==> src/rtl/stream_find_replace_core_macros.svh <==
// Assertion macros for the stream find-and-replace core
`ifndef STREAM_FIND_REPLACE_CORE_MACROS_SVH
`define STREAM_FIND_REPLACE_CORE_MACROS_SVH

// Same-cycle implication, clocked on clk, off during rst
`define SFR_ASSERT_NOW(label, ante, cons, msg) \
  label: assert property (@(posedge clk) disable iff (rst) (ante) |-> (cons)) else $error(msg);

// Next-cycle implication, clocked on clk, off during rst
`define SFR_ASSERT_NEXT(label, ante, cons, msg) \
  label: assert property (@(posedge clk) disable iff (rst) (ante) |=> (cons)) else $error(msg);

`endif

==> src/rtl/sfr_pkg.sv <==
// Shared types and constants for the stream find-and-replace core
package sfr_pkg;

  localparam int BYTE_W      = 8;
  localparam int BURST_DEPTH = 8;
  localparam int BURST_CW    = 4;
  localparam int TEXT_W      = 64;
  localparam int LEN_W       = 4;

  localparam logic [1:0] CFG_PATTERN_BYTES     = 2'd0;
  localparam logic [1:0] CFG_PATTERN_LENGTH    = 2'd1;
  localparam logic [1:0] CFG_REPLACEMENT_BYTES = 2'd2;
  localparam logic [1:0] CFG_REPLACEMENT_LEN   = 2'd3;

  typedef struct packed {
    logic grow;
    logic shift;
  } win_ctl_t;

  typedef struct packed {
    logic load;
    logic shift;
  } out_ctl_t;

endpackage

==> src/rtl/sfr_win_cell.sv <==
// Window cell: one held byte, its post-push value and the pattern compare
module sfr_win_cell (
  input  logic                      clk,
  input  sfr_pkg::win_ctl_t         ctl,
  input  logic                      sel_new,
  input  logic [sfr_pkg::BYTE_W-1:0] char_new,
  input  logic [sfr_pkg::BYTE_W-1:0] nbr_post,
  input  logic [sfr_pkg::BYTE_W-1:0] pat_byte,
  input  logic                      active,
  output logic [sfr_pkg::BYTE_W-1:0] post,
  output logic                      eq
);

  logic [sfr_pkg::BYTE_W-1:0] held;

  assign post = sel_new ? char_new : held;
  assign eq   = !active || (post == pat_byte);

  always_ff @(posedge clk) begin
    if (ctl.shift) begin
      held <= nbr_post;
    end else if (ctl.grow) begin
      held <= post;
    end
  end

endmodule

==> src/rtl/sfr_out_cell.sv <==
// Output cell: one byte of the pending result burst, drains toward cell 0
module sfr_out_cell (
  input  logic                      clk,
  input  sfr_pkg::out_ctl_t         ctl,
  input  logic [sfr_pkg::BYTE_W-1:0] load_byte,
  input  logic [sfr_pkg::BYTE_W-1:0] nbr_byte,
  output logic [sfr_pkg::BYTE_W-1:0] held
);

  always_ff @(posedge clk) begin
    if (ctl.load) begin
      held <= load_byte;
    end else if (ctl.shift) begin
      held <= nbr_byte;
    end
  end

endmodule

==> src/rtl/stream_find_replace_core.sv <==
// Latency: the first result of an input transfer is offered on m_* the next cycle.
// Throughput: one byte per cycle while each byte yields at most one result and
// m_tready is high; a burst of n results (replacement or flush, n up to 8) drains
// via the output cells; input is taken again in the cycle its last result leaves.
// Reset (rst, synchronous): clears registers, window count and pending burst.
`include "stream_find_replace_core_macros.svh"

module stream_find_replace_core #(
  parameter int MAX_PATTERN = 8
) (
  input  logic        clk,
  input  logic        rst,
  input  logic        s_tvalid,
  output logic        s_tready,
  input  logic [7:0]  s_tdata,   // [7:0] char_in
  input  logic        s_tlast,
  output logic        m_tvalid,
  input  logic        m_tready,
  output logic [7:0]  m_tdata,   // [7:0] char_out
  output logic        m_tuser,   // [0] char_valid
  output logic        m_tlast,
  input  logic        cfg_valid,
  output logic        cfg_ready,
  input  logic [1:0]  cfg_index,
  input  logic [63:0] cfg_data
);

  localparam int CW = $clog2(MAX_PATTERN + 1);
  localparam int BW = sfr_pkg::BYTE_W;
  localparam int BD = sfr_pkg::BURST_DEPTH;
  localparam int NW = sfr_pkg::BURST_CW;

  logic [sfr_pkg::TEXT_W-1:0] pat_bytes;
  logic [sfr_pkg::TEXT_W-1:0] rep_bytes;
  logic [sfr_pkg::LEN_W-1:0]  pat_len;
  logic [sfr_pkg::LEN_W-1:0]  rep_len;

  logic [CW-1:0] count;
  logic [CW-1:0] plen;
  logic [NW-1:0] rlen;
  logic          full;
  logic          match;
  logic          in_acc;
  logic          out_acc;

  logic [NW-1:0] n;
  logic [NW-1:0] n_next;
  logic          dv;
  logic          dv_next;
  logic          blast;

  logic [MAX_PATTERN-1:0] eq;
  logic [BW-1:0]          post [MAX_PATTERN];
  logic [BW-1:0]          burst [BD];
  logic [BW-1:0]          load_byte [BD];

  sfr_pkg::win_ctl_t wctl;
  sfr_pkg::out_ctl_t octl;

  assign cfg_ready = 1'b1;
  assign plen = (pat_len > sfr_pkg::LEN_W'(MAX_PATTERN)) ? CW'(MAX_PATTERN) : CW'(pat_len);
  assign rlen = (rep_len > NW'(BD)) ? NW'(BD) : NW'(rep_len);

  assign s_tready = (n == '0) || ((n == NW'(1)) && m_tready);
  assign in_acc   = s_tvalid && s_tready;
  assign out_acc  = m_tvalid && m_tready;

  assign full  = (plen != '0) && (CW'(count + 1'b1) == plen);
  assign match = full && (&eq);

  assign wctl.shift = in_acc && full && !match && !s_tlast;
  assign wctl.grow  = in_acc && (plen != '0) && !full && !s_tlast;

  assign octl.load  = in_acc;
  assign octl.shift = out_acc && !in_acc;

  genvar gi;
  generate
    for (gi = 0; gi < MAX_PATTERN; gi++) begin : g_win
      logic [BW-1:0] nbr;
      if (gi == MAX_PATTERN - 1) begin : g_end
        assign nbr = '0;
      end else begin : g_mid
        assign nbr = post[gi + 1];
      end
      sfr_win_cell u_cell (
        .clk      (clk),
        .ctl      (wctl),
        .sel_new  (count == CW'(gi)),
        .char_new (s_tdata),
        .nbr_post (nbr),
        .pat_byte (pat_bytes[BW*gi +: BW]),
        .active   (CW'(gi) < plen),
        .post     (post[gi]),
        .eq       (eq[gi])
      );
    end

    for (gi = 0; gi < BD; gi++) begin : g_out
      logic [BW-1:0] nbr;
      logic [BW-1:0] win_byte;
      if (gi == BD - 1) begin : g_end
        assign nbr = '0;
      end else begin : g_mid
        assign nbr = burst[gi + 1];
      end
      if (gi < MAX_PATTERN) begin : g_wb
        assign win_byte = post[gi];
      end else begin : g_nowb
        assign win_byte = '0;
      end
      assign load_byte[gi] = match ? rep_bytes[BW*gi +: BW] :
                             (plen == '0) ? s_tdata : win_byte;
      sfr_out_cell u_cell (
        .clk       (clk),
        .ctl       (octl),
        .load_byte (load_byte[gi]),
        .nbr_byte  (nbr),
        .held      (burst[gi])
      );
    end
  endgenerate

  always_comb begin
    dv_next = 1'b1;
    if (plen == '0) begin
      n_next = NW'(1);
    end else if (match) begin
      n_next = rlen;
      if (s_tlast && (rlen == '0)) begin
        n_next  = NW'(1);
        dv_next = 1'b0;
      end
    end else if (s_tlast) begin
      n_next = NW'(count) + NW'(1);
    end else if (full) begin
      n_next = NW'(1);
    end else begin
      n_next = '0;
    end
  end

  always_ff @(posedge clk) begin
    if (rst) begin
      pat_bytes <= '0;
      rep_bytes <= '0;
      pat_len   <= '0;
      rep_len   <= '0;
      count     <= '0;
      n         <= '0;
      dv        <= 1'b1;
      blast     <= 1'b0;
    end else begin
      if (cfg_valid && cfg_ready) begin
        case (cfg_index)
          sfr_pkg::CFG_PATTERN_BYTES:     pat_bytes <= cfg_data;
          sfr_pkg::CFG_PATTERN_LENGTH:    pat_len   <= cfg_data[sfr_pkg::LEN_W-1:0];
          sfr_pkg::CFG_REPLACEMENT_BYTES: rep_bytes <= cfg_data;
          sfr_pkg::CFG_REPLACEMENT_LEN:   rep_len   <= cfg_data[sfr_pkg::LEN_W-1:0];
          default: ;
        endcase
      end
      if (cfg_valid && cfg_ready && (cfg_index == sfr_pkg::CFG_PATTERN_LENGTH)) begin
        count <= '0;
      end else if (in_acc && (plen != '0)) begin
        if (match || s_tlast) begin
          count <= '0;
        end else if (!full) begin
          count <= CW'(count + 1'b1);
        end
      end
      if (in_acc) begin
        n     <= n_next;
        dv    <= dv_next;
        blast <= s_tlast;
      end else if (out_acc) begin
        n <= n - NW'(1);
      end
    end
  end

  assign m_tvalid = (n != '0);
  assign m_tdata  = dv ? burst[0] : '0;
  assign m_tuser  = dv;
  assign m_tlast  = blast && (n == NW'(1));

  `SFR_ASSERT_NOW(a_burst_bound, 1'b1, n <= NW'(BD), "result burst exceeds its cell row")
  `SFR_ASSERT_NOW(a_window_bound, plen != '0, count < plen, "window count reached pattern length")
  `SFR_ASSERT_NOW(a_marker_last, m_tvalid && !m_tuser, m_tlast && (m_tdata == '0), "bare marker not final")
  `SFR_ASSERT_NEXT(a_burst_drain, out_acc && !in_acc && (n > NW'(1)), m_tvalid, "burst lost a byte")

endmodule
==> config.mk <==
export PLATFORM = sky130hd
export DESIGN_NAME = stream_find_replace_core
export DESIGN_NICKNAME = d
export VERILOG_FILES = /design/src/rtl/sfr_pkg.sv /design/src/rtl/sfr_win_cell.sv /design/src/rtl/sfr_out_cell.sv /design/src/rtl/stream_find_replace_core.sv
export VERILOG_INCLUDE_DIRS = /design/src /design/src/rtl
export SDC_FILE = /design/constraint.sdc
export NUM_CORES = 1
export LEC_CHECK = 0
export BUFFER_PORTS_ARGS = -buffer_cell sky130_fd_sc_hd__buf_2
export CAP_MARGIN = 30
export CORE_MARGIN = 8
export CORE_UTILIZATION = 61
export DETAILED_ROUTE_END_ITERATION = 10
export PLACE_DENSITY_LB_ADDON = 0.2
export SETUP_SLACK_MARGIN = 0.3
export SYNTH_ARGS = -nofsm -noshare
export SYNTH_HDL_FRONTEND = slang
export SYNTH_SLANG_ARGS = --single-unit
==> constraint.sdc <==
create_clock -name clk -period 9.85 [get_ports clk]
set_input_delay 0.985 -clock clk [delete_from_list [all_inputs] [get_ports clk]]
set_output_delay 0.985 -clock clk [all_outputs]
set_load 0.01 [all_outputs]
======== Yosys cells after proc, flatten, opt, wreduce, memory -nomap -nowiden ========
Index checks and enable logic that the tools add are counted.
operators by class
  magnitude comparators ................... 10
  reduce and logical (&&, ||, !) cells .... 54
  equal/unequal tests ..................... 21
  multiplexer cells ....................... 69
  add/sub/neg operators ................... 2
operators by type and width
  cell                                                                 number
  8-bit two-way mux                                                    55
  8-bit == test                                                        8
  4-bit two-way mux                                                    10
  4-bit by 3-bit == test with 1-bit output, second input constant      4
  4-bit zero test                                                      4
  3-bit by 4-bit < comparator with 1-bit output, first input constant  4
  1-bit logical AND                                                    15
  1-bit zero test                                                      12
  1-bit logical OR                                                     10
  2-bit AND reduction                                                  5
  4-bit by 1-bit == test with 1-bit output, second input constant      2
  4-bit by 2-bit == test with 1-bit output, second input constant      2
  4-bit > comparator, second input constant                            2
  1-bit by 4-bit < comparator with 1-bit output, first input constant  2
  2-bit by 4-bit < comparator with 1-bit output, first input constant  2
  8-bit AND reduction                                                  1
  4-bit nonzero test                                                   2
  2-bit nonzero test                                                   3
  4-bit by 1-bit adder with 4-bit output, second input constant        1
  2-bit == test, second input constant                                 2
  4-bit == test                                                        1
  1-bit two-way mux                                                    4
  4-bit by 1-bit subtractor with 4-bit output, second input constant   1
  2-bit by 1-bit == test with 1-bit output, second input constant      1
  other kinds (3)                                                      3
storage, ports and cells
  word-level logic and storage cells ...... 180
  output and inout port bits .............. 13
  bits in registers ....................... 274

======== Logic depth before layout (Yosys ltp) ========
Gate-level depths: netlist of run 1.
  depth after elaboration ................. 11
  depth in mapped cells ................... 17
  depth with buffers taken out ............ 11

======== Modules after synthesis ========
A second synthesis of run 1 with hierarchy kept.
unflattened totals
  cells, all modules ...................... 1408
  area total of the unflattened synthesis .. 14306.2 µm²
by module, submodules not included
  module                    instances  cells each  area an instance (µm²)
  stream_find_replace_core  1          960         6749.0
  sfr_win_cell              8          38          566.8
  sfr_out_cell              8          18          377.9

======== Worst setup path before layout of run 1 ========
No wires, ideal clock.
  kind .................................... input to register
  start point ............................. in s_tdata[1]
  end point ............................... reg g_win[0].u_cell.held[0] in the netlist's numbering, enable pin
  stages on the path ...................... 11
  path slack .............................. 2.201 ns
  required time ........................... 9.303 ns
  path buffers ............................ 3
  arrival time ............................ 7.102 ns
  cell sequence ........................... clkbuf_1 clkinv_1 nor3_1 nor4_1 o2111ai_1 a2111oi_0 a211oi_1 o31ai_2 buf_2 clkbuf_1 o21ai_0
between the ends
  longest elaborated chain between the ends .. 9
  elaborated cells on any way between the ends .. 30
  classes of those cells .................. eq/ne: 8; mux: 8; reduce/logical: 14
RTL lines
  element                                RTL line                        source
  start, declared                        stream_find_replace_core.sv:15  input logic [7:0] s_tdata,
  8-bit two-way mux                      sfr_win_cell.sv:16              assign post = sel_new ? char_new : held;
  8-bit == test                          sfr_win_cell.sv:17              assign eq = !active || (post == pat_byte);
  1-bit logical OR                       sfr_win_cell.sv:17
  8-bit AND reduction *                  stream_find_replace_core.sv:69  assign match = full && (&eq);
  1-bit logical AND *                    stream_find_replace_core.sv:69
  1-bit zero test *                      stream_find_replace_core.sv:71  assign wctl.shift = in_acc && full && !match && !s_tlast;
  1-bit logical AND * (2 in series)      stream_find_replace_core.sv:71
  2-bit nonzero test (no source line) *  --
  end signal, assigned                   sfr_win_cell.sv:21              held <= nbr_post;
  end signal, assigned                   sfr_win_cell.sv:23              held <= post;
  end, declared                          sfr_win_cell.sv:14              logic [sfr_pkg::BYTE_W-1:0] held;
Every way passes the cells marked *; elsewhere a longest branch is shown, timed or not.
A chain may end at the register's enable or synchronous reset.

======== Worst setup path after layout of run 1 ========
  start point ............................. reg count[2]
  end point ............................... reg g_win[0].u_cell.held[5] in the netlist's numbering, enable pin
between the ends
  longest elaborated chain between the ends .. 10
  elaborated cells on any way between the ends .. 45
  classes of those cells .................. add/sub: 1; eq/ne: 16; mux: 8; reduce/logical: 20
RTL lines
  element                                                                 RTL line                         source
  start, declared                                                         stream_find_replace_core.sv:38   logic [CW-1:0] count;
  start signal, assigned                                                  stream_find_replace_core.sv:169  count <= CW'(count + 1'b1);
  4-bit by 1-bit == test with 1-bit output, or another cell as far along  stream_find_replace_core.sv:89   .sel_new (count == CW'(gi)),
  8-bit two-way mux                                                       sfr_win_cell.sv:16
  8-bit == test                                                           sfr_win_cell.sv:17
  1-bit logical OR                                                        sfr_win_cell.sv:17
  8-bit AND reduction                                                     stream_find_replace_core.sv:69
  1-bit logical AND                                                       stream_find_replace_core.sv:69
  1-bit zero test                                                         stream_find_replace_core.sv:71
  1-bit logical AND (2 in series)                                         stream_find_replace_core.sv:71
  2-bit nonzero test (no source line) *                                   --
Marked as above.

==> results of run 1 <==
power groups by stage:
stage / combinational (mW) / clock (mW) / sequential [mW]
5_1_grt: 0.788 / 1.16 / 1.58
3_5_place_dp: 0.705 / 0 / 1.58
2_1_floorplan: 0.477 / 0 / 1.54
4_1_cts: 0.708 / 1.11 / 1.56
6_report: 0.714 / 1.12 / 1.56
3_3_place_gp: 0.683 / 0 / 1.58
kinds of logic (layout without fill, tap and decap cells):
group	after synthesis	count (layout)	synth area share (%)
XOR/XNOR	29	29	1.75
other	1	1	0.0258
flip-flops	274	274	46.0
AO/OA/AOI/OAI	470	470	20.7
AND/OR/NAND/NOR	604	604	17.7
multiplexers	108	108	7.67
adder cells (fa/ha/maj)	7	7	0.602
buffers and inverters	207	249	5.59
metal layers:
metal / part of all wire (%) / up-vias / global-route usage (%) / wire length, um
met2: 46 / 840 / 48.6 / 20700
met4: 4.8 / 0 / 12.9 / 2120
met1: 39 / 6250 / 38.9 / 17600
met3: 9.5 / 158 / 4.22 / 4260
met5: 0 / - / 0 / 0
li1: - / 6086 / - / -
layout make-up:
cell class                 count  area, um^2  share of cell area (%)
clock buffer                  43         831                    5.17
clock inverter                11         130                   0.810
inverter                      84         315                    1.96
multi-input combinational   1219        7100                    44.2
sequential                   274        6690                    41.6
tap                          319         399                    2.48
timing repair buffer         111         608                    3.78
synthesized netlist by cell type, types with 11 or more instances:
| cell | n | area share, % |
|---|---|---|
| nand2_1 | 419 | 11 |
| a21oi_1 | 165 | 5.7 |
| dfxtp_1 | 154 | 21 |
| o21ai_0 | 151 | 5.2 |
| edfxtp_1 | 120 | 25 |
| mux2i_1 | 103 | 7.1 |
| clkbuf_1 | 101 | 2.6 |
| inv_1 | 82 | 2.1 |
| nor2_1 | 71 | 1.8 |
| a222oi_1 | 41 | 2.8 |
| o221a_2 | 25 | 1.9 |
| o22ai_1 | 21 | 0.90 |
| nor3_1 | 19 | 0.65 |
| xnor2_1 | 19 | 1.1 |
| buf_2 | 16 | 0.55 |
| nand3_1 | 14 | 0.48 |
| o211ai_1 | 12 | 0.62 |
| and2_1 | 11 | 0.47 |
layout by cell type (no fill, tap or decap), types with 12 or more instances in the layout:
cell | netlist | final
nand2_1 | 419 | 418
a21oi_1 | 165 | 165
dfxtp_1 | 154 | 154
o21ai_0 | 151 | 150
edfxtp_1 | 120 | 120
mux2i_1 | 103 | 103
buf_2 | 16 | 90
inv_1 | 82 | 82
nor2_1 | 71 | 70
a222oi_1 | 41 | 41
clkbuf_16 | 0 | 31
o221a_2 | 25 | 25
o22ai_1 | 21 | 21
buf_4 | 4 | 21
xnor2_1 | 19 | 19
nor3_1 | 19 | 18
nand3_1 | 14 | 14
o211ai_1 | 12 | 12
worst max-delay path, cell delays in order, from the launching register on:
cell and delay [ps]:
dfxtp_1 800, nand3b_1 800, mux2i_1 380, o22ai_1 120, or4_1 550, o32a_1 310, or3_1 480, o31ai_4 500
buf_4 360, o21ai_4 270, buf_4 390
per-stage QoR:
step | power [mW] | instances | hold WS (ps) | area (um^2) | util, %
after floorplan | 2.02 | 1700 | 432 | 14500 | -
after CTS | 3.38 | 2061 | 451 | 16100 | 68.7
after global routing | 3.52 | 2061 | 472 | 16100 | 68.7
after global placement | 2.26 | 2007 | 439 | 15100 | 64.6
after detailed placement | 2.29 | 2007 | 443 | 15100 | 64.6
final | 3.39 | 2061 | 451 | 16100 | 68.7
worst paths after layout:
kind	end	slack, ps	cells after the start
setup / recovery	g_win[0].u_cell.held[5]	4560	10
hold / removal	blast	450	2
setup reg to reg	g_win[0].u_cell.held[5]	4560	10
hold reg to reg	blast	450	2
sequential cells by signal, summed over array words and instances, names as in the netlist, 4 cells and up:
signal             flops
n                      4
pat_len                4
count                  4
rep_len                4
pat_bytes             64
g_win.u_cell.held     64
g_out.u_cell.held     64
rep_bytes             64
==> run_results.csv, run 1 <==
group,metric,value,unit
outcome,run_status,"finished, final reports clean",
cts,root_buffer,"clkbuf_16",
job,cap_violations,0,
die,fp-row-count,56,
cts,cts_max_path_buffers,3,
worst_setup_path,worstPathArrival,5560,ps
pwr,p_leak,5.76,nW
sta,clock.fmax,0.189,GHz
pwr,pwr-share-comb,21.1,%
sta,finalCritPeriodShare,53.7,%
pwr,vdd_ir_drop_max,0.152,mV
finish,syn2layout_area_growth,10.6,%
placed_design,dp_worst_setup_slack,4460,ps
worst_hold_path,hold_path.class,"reg -> reg",
global_route,grt_pass1_vias,12300,
finish,fillerInstances,1958,
worst_hold_path,hp-start,"blast",
sta,slew_headroom,33.6,%
cts,cts_made_buffers,29,
worst_setup_path,rr_startpoint,"count[2]",
global_route,antenna_found_initial,0,
worst_setup_path,critPathKind,"reg -> reg",
global_route,grt_pass1_wl,68.8,mm
die,die_area,29000,um^2
worst_setup_path,critical_path.max_fanout,32,
sta,worst_slew_pin_slew,992,ps
synthesis,synth_ff_type,"dfxtp_1",
cts,cts_tree,"yes",
detailed_routing,drt_iter0_drc,1977,
detailed_routing,vias,13300,
placed_design,gp_congestion,0.928,
synthesis,synth_seq_cells,274,
cts,h-tree-depth,1,
synthesis,yosysSeqAreaShare,46.0,%
finish,drive_above_1_share,11.7,%
pwr,intPower,2.34,mW
die,die_y,170,um
synthesis,syn_inst,1700,
cts,clkLatencyLatePin,560,ps
sta,skew,17.2,ps
cts,cts_setup_buffers,0,
sta,slew_violations,0,
synthesis,postSynth.asyncResetShare,0,%
detailed_routing,routedWlPerCell,21.7,um
cts,cts_resized,0,
global_route,grt-ovfl-total,0,
cts,postCtsHoldBufs,0,
die,initial_utilization,62.1,%
sta,period_needed,5290,ps
global_route,grt_max_degree,94,
sta,tns,0,ps
detailed_routing,avgViaCountPerCell,6.47,
detailed_routing,drt-total-wl,44.7,mm
worst_setup_path,crit_required,10120,ps
die,die_w,170,um
detailed_routing,drc_errors,0,
synthesis,synth_cell_types,72,
sta,rsz0062_at_grt,"no",
die,core,23400,um^2
synthesis,avgSynthCellArea,8.55,um^2
placed_design,dp_hpwl,29.3,mm
global_route,grt.total_usage,29.8,%
pwr,pwr-share-clk,32.9,%
synthesis,synth_area,14500,um^2
finish,nets,1806,
synthesis,synth_nets,1787,
pwr,swShare,31.0,%
finish,antenna_cells,0,
sta,setup-violations-final,0,
worst_setup_path,endpoint_kind,"register",
synthesis,synth_edf_count,120,
detailed_routing,first_pass_iters,9,
pwr,sequentialPowerShare,46.0,%
synthesis,synth_warnings,0,
cts,clock-sinks,274,
sta,hold_viol,0,
placed_design,io_buffers,91,
die,io-pin-count,93,
detailed_routing,ant_nets,0,
sta,setup_ws,4560,ps
cts,clk_pin_slew,60,ps
pwr,powerDensity,211,nW/um^2
pwr,switchingPower,1.05,mW
worst_setup_path,cp-startpoint,"count[2]",
worst_setup_path,start_kind,"register",
No activity file was read; power rests on OpenSTA's default activity.
==> run 2, diff against run 1 <==
==> constraint.sdc (replaced) <==
create_clock -name clk -period 5.32 [get_ports clk]
set_input_delay 0.532 -clock clk [delete_from_list [all_inputs] [get_ports clk]]
set_output_delay 0.532 -clock clk [all_outputs]
set_load 0.01 [all_outputs]
==> run_results.csv, run 2 (synthesis gave the netlist of run 1 again) <==
group,metric,value,unit
placed_design,gp_congestion,0.996,
pwr,pwr-share-clk,33.8,%
finish,antenna_cells,0,
detailed_routing,avgViaCountPerCell,6.41,
finish,layout_commonest_cell,"nand2_1",
sta,worst_slew_pin_slew,992,ps
finish,drive_above_1_share,12.5,%
placed_design,io_buffers,91,
global_route,grt_pass1_vias,12500,
sta,rsz0062_at_grt,"no",
finish,fillerInstances,1926,
cts,clock-sinks,274,
worst_setup_path,worstPathArrival,4990,ps
die,io-pin-count,93,
detailed_routing,first_pass_iters,11,
cts,postCtsHoldBufs,0,
worst_hold_path,hold_path.class,"in -> reg",
cts,cts_setup_buffers,0,
worst_setup_path,critical_path.max_fanout,20,
pwr,intPower,4.46,mW
finish,syn2layout_area_growth,11.7,%
finish,multiInputGateArea,7100,um^2
worst_setup_path,crit_required,5570,ps
finish,ff_latch_area,6690,um^2
placed_design,dp_hpwl,30.5,mm
global_route,grt_pass1_wl,70.9,mm
die,fp-row-count,56,
worst_setup_path,critPathKind,"reg -> reg",
cts,cts_resized,0,
pwr,pwr-share-comb,21.2,%
sta,skew,12.4,ps
cts,cts_tree,"yes",
cts,clkLatencyLatePin,560,ps
sta,hold_ws,223,ps
sta,slew_headroom,33.6,%
job,cap_violations,0,
die,die_area,29000,um^2
detailed_routing,routedWlPerCell,22.2,um
die,initial_utilization,62.1,%
pwr,powerDensity,396,nW/um^2
global_route,grt-ovfl-total,0,
global_route,antenna_found_initial,0,
pwr,swShare,30.7,%
pwr,vdd_ir_drop_max,0.299,mV
global_route,grt_max_degree,92,
global_route,grt.total_usage,31.0,%
finish,layout_common_cells,"418 x nand2_1, 165 x a21oi_1, 154 x dfxtp_1, 150 x o21ai_0, 120 x edfxtp_1",
pwr,p_leak,5.86,nW
cts,h-tree-depth,1,
detailed_routing,drt-total-wl,46.1,mm
outcome,violations,"DRC",
cts,cts_made_buffers,29,
detailed_routing,drc_errors,3,
die,die_y,170,um
sta,setup-violations-final,0,
detailed_routing,drt_iter0_drc,1866,
finish,post-route-util,69.4,%
outcome,run_status,"finished with violations",
pwr,sequentialPowerShare,45.0,%
cts,clk_pin_slew,60,ps
die,core,23400,um^2
sta,period_needed,4740,ps
sta,tns,0,ps
worst_setup_path,endpoint_kind,"register",
sta,hold_viol,0,
sta,slew_violations,0,
cts,root_buffer,"clkbuf_16",
cts,cts_max_path_buffers,3,
worst_setup_path,start_kind,"register",
die,die_w,170,um
finish,nets,1816,
sta,finalCritPeriodShare,89.0,%
sta,clock.fmax,0.211,GHz
detailed_routing,vias,13300,
detailed_routing,ant_nets,0,
pwr,switchingPower,1.97,mW
run 2: worst paths after layout:
kind / startpoint / to / slack, ps / cells after the start
worst max register to register: count[2] / g_win[0].u_cell.held[7] / 580 / 9
worst min-delay path: cfg_data[6] / rep_bytes[6] / 220 / 3
worst min register to register: blast / blast / 450 / 2
worst max-delay path: count[2] / g_win[0].u_cell.held[7] / 580 / 9
run 2: power groups by stage:
stage | clock network [mW] | logic (mW) | registers [mW]
after floorplan | 0 | 0.884 | 2.85
after global placement | 0 | 1.29 | 2.93
after global routing | 2.26 | 1.50 | 2.92
final | 2.18 | 1.37 | 2.89
after CTS | 2.18 | 1.33 | 2.89
after detailed placement | 0 | 1.33 | 2.94
run 2: cell type report:
class | instances | area share (%)
clock buffers | 39 | 5.08
clock inverters | 14 | 1.19
inverters | 84 | 1.94
multi-input cells | 1219 | 43.7
flip-flops and latches | 274 | 41.2
well taps | 319 | 2.46
repair buffers | 121 | 4.42
run 2: stage by stage:
| step | instances | worst slack, ps | cell area, um^2 | total power [mW] |
|---|---|---|---|---|
| 2_1_floorplan | 1700 | 673 | 14500 | 3.73 |
| 3_3_place_gp | 2015 | 779 | 15200 | 4.22 |
| 3_5_place_dp | 2016 | 669 | 15200 | 4.26 |
| 4_1_cts | 2069 | 647 | 16200 | 6.41 |
| 5_1_grt | 2070 | 373 | 16200 | 6.69 |
| 6_report | 2070 | 583 | 16200 | 6.44 |
run 2: per-layer routing:
| metal | track usage [%] | up-vias | routed length [um] |
|---|---|---|---|
| met4 | 12.8 | 0 | 2020 |
| met5 | 0 | - | 0 |
| li1 | - | 6111 | - |
| met2 | 51.5 | 755 | 21800 |
| met1 | 39.9 | 6257 | 18300 |
| met3 | 4.63 | 156 | 3970 |
run 2: worst max-delay path, stage by stage, from the launching register on:
cell and delay, ps:
dfxtp_1 760, nand3b_1 540, mux2i_1 300, o22ai_1 100, or4_1 510, o32a_1 300, or3_1 480, o41ai_4 620
mux2i_1 660, a222oi_1 170
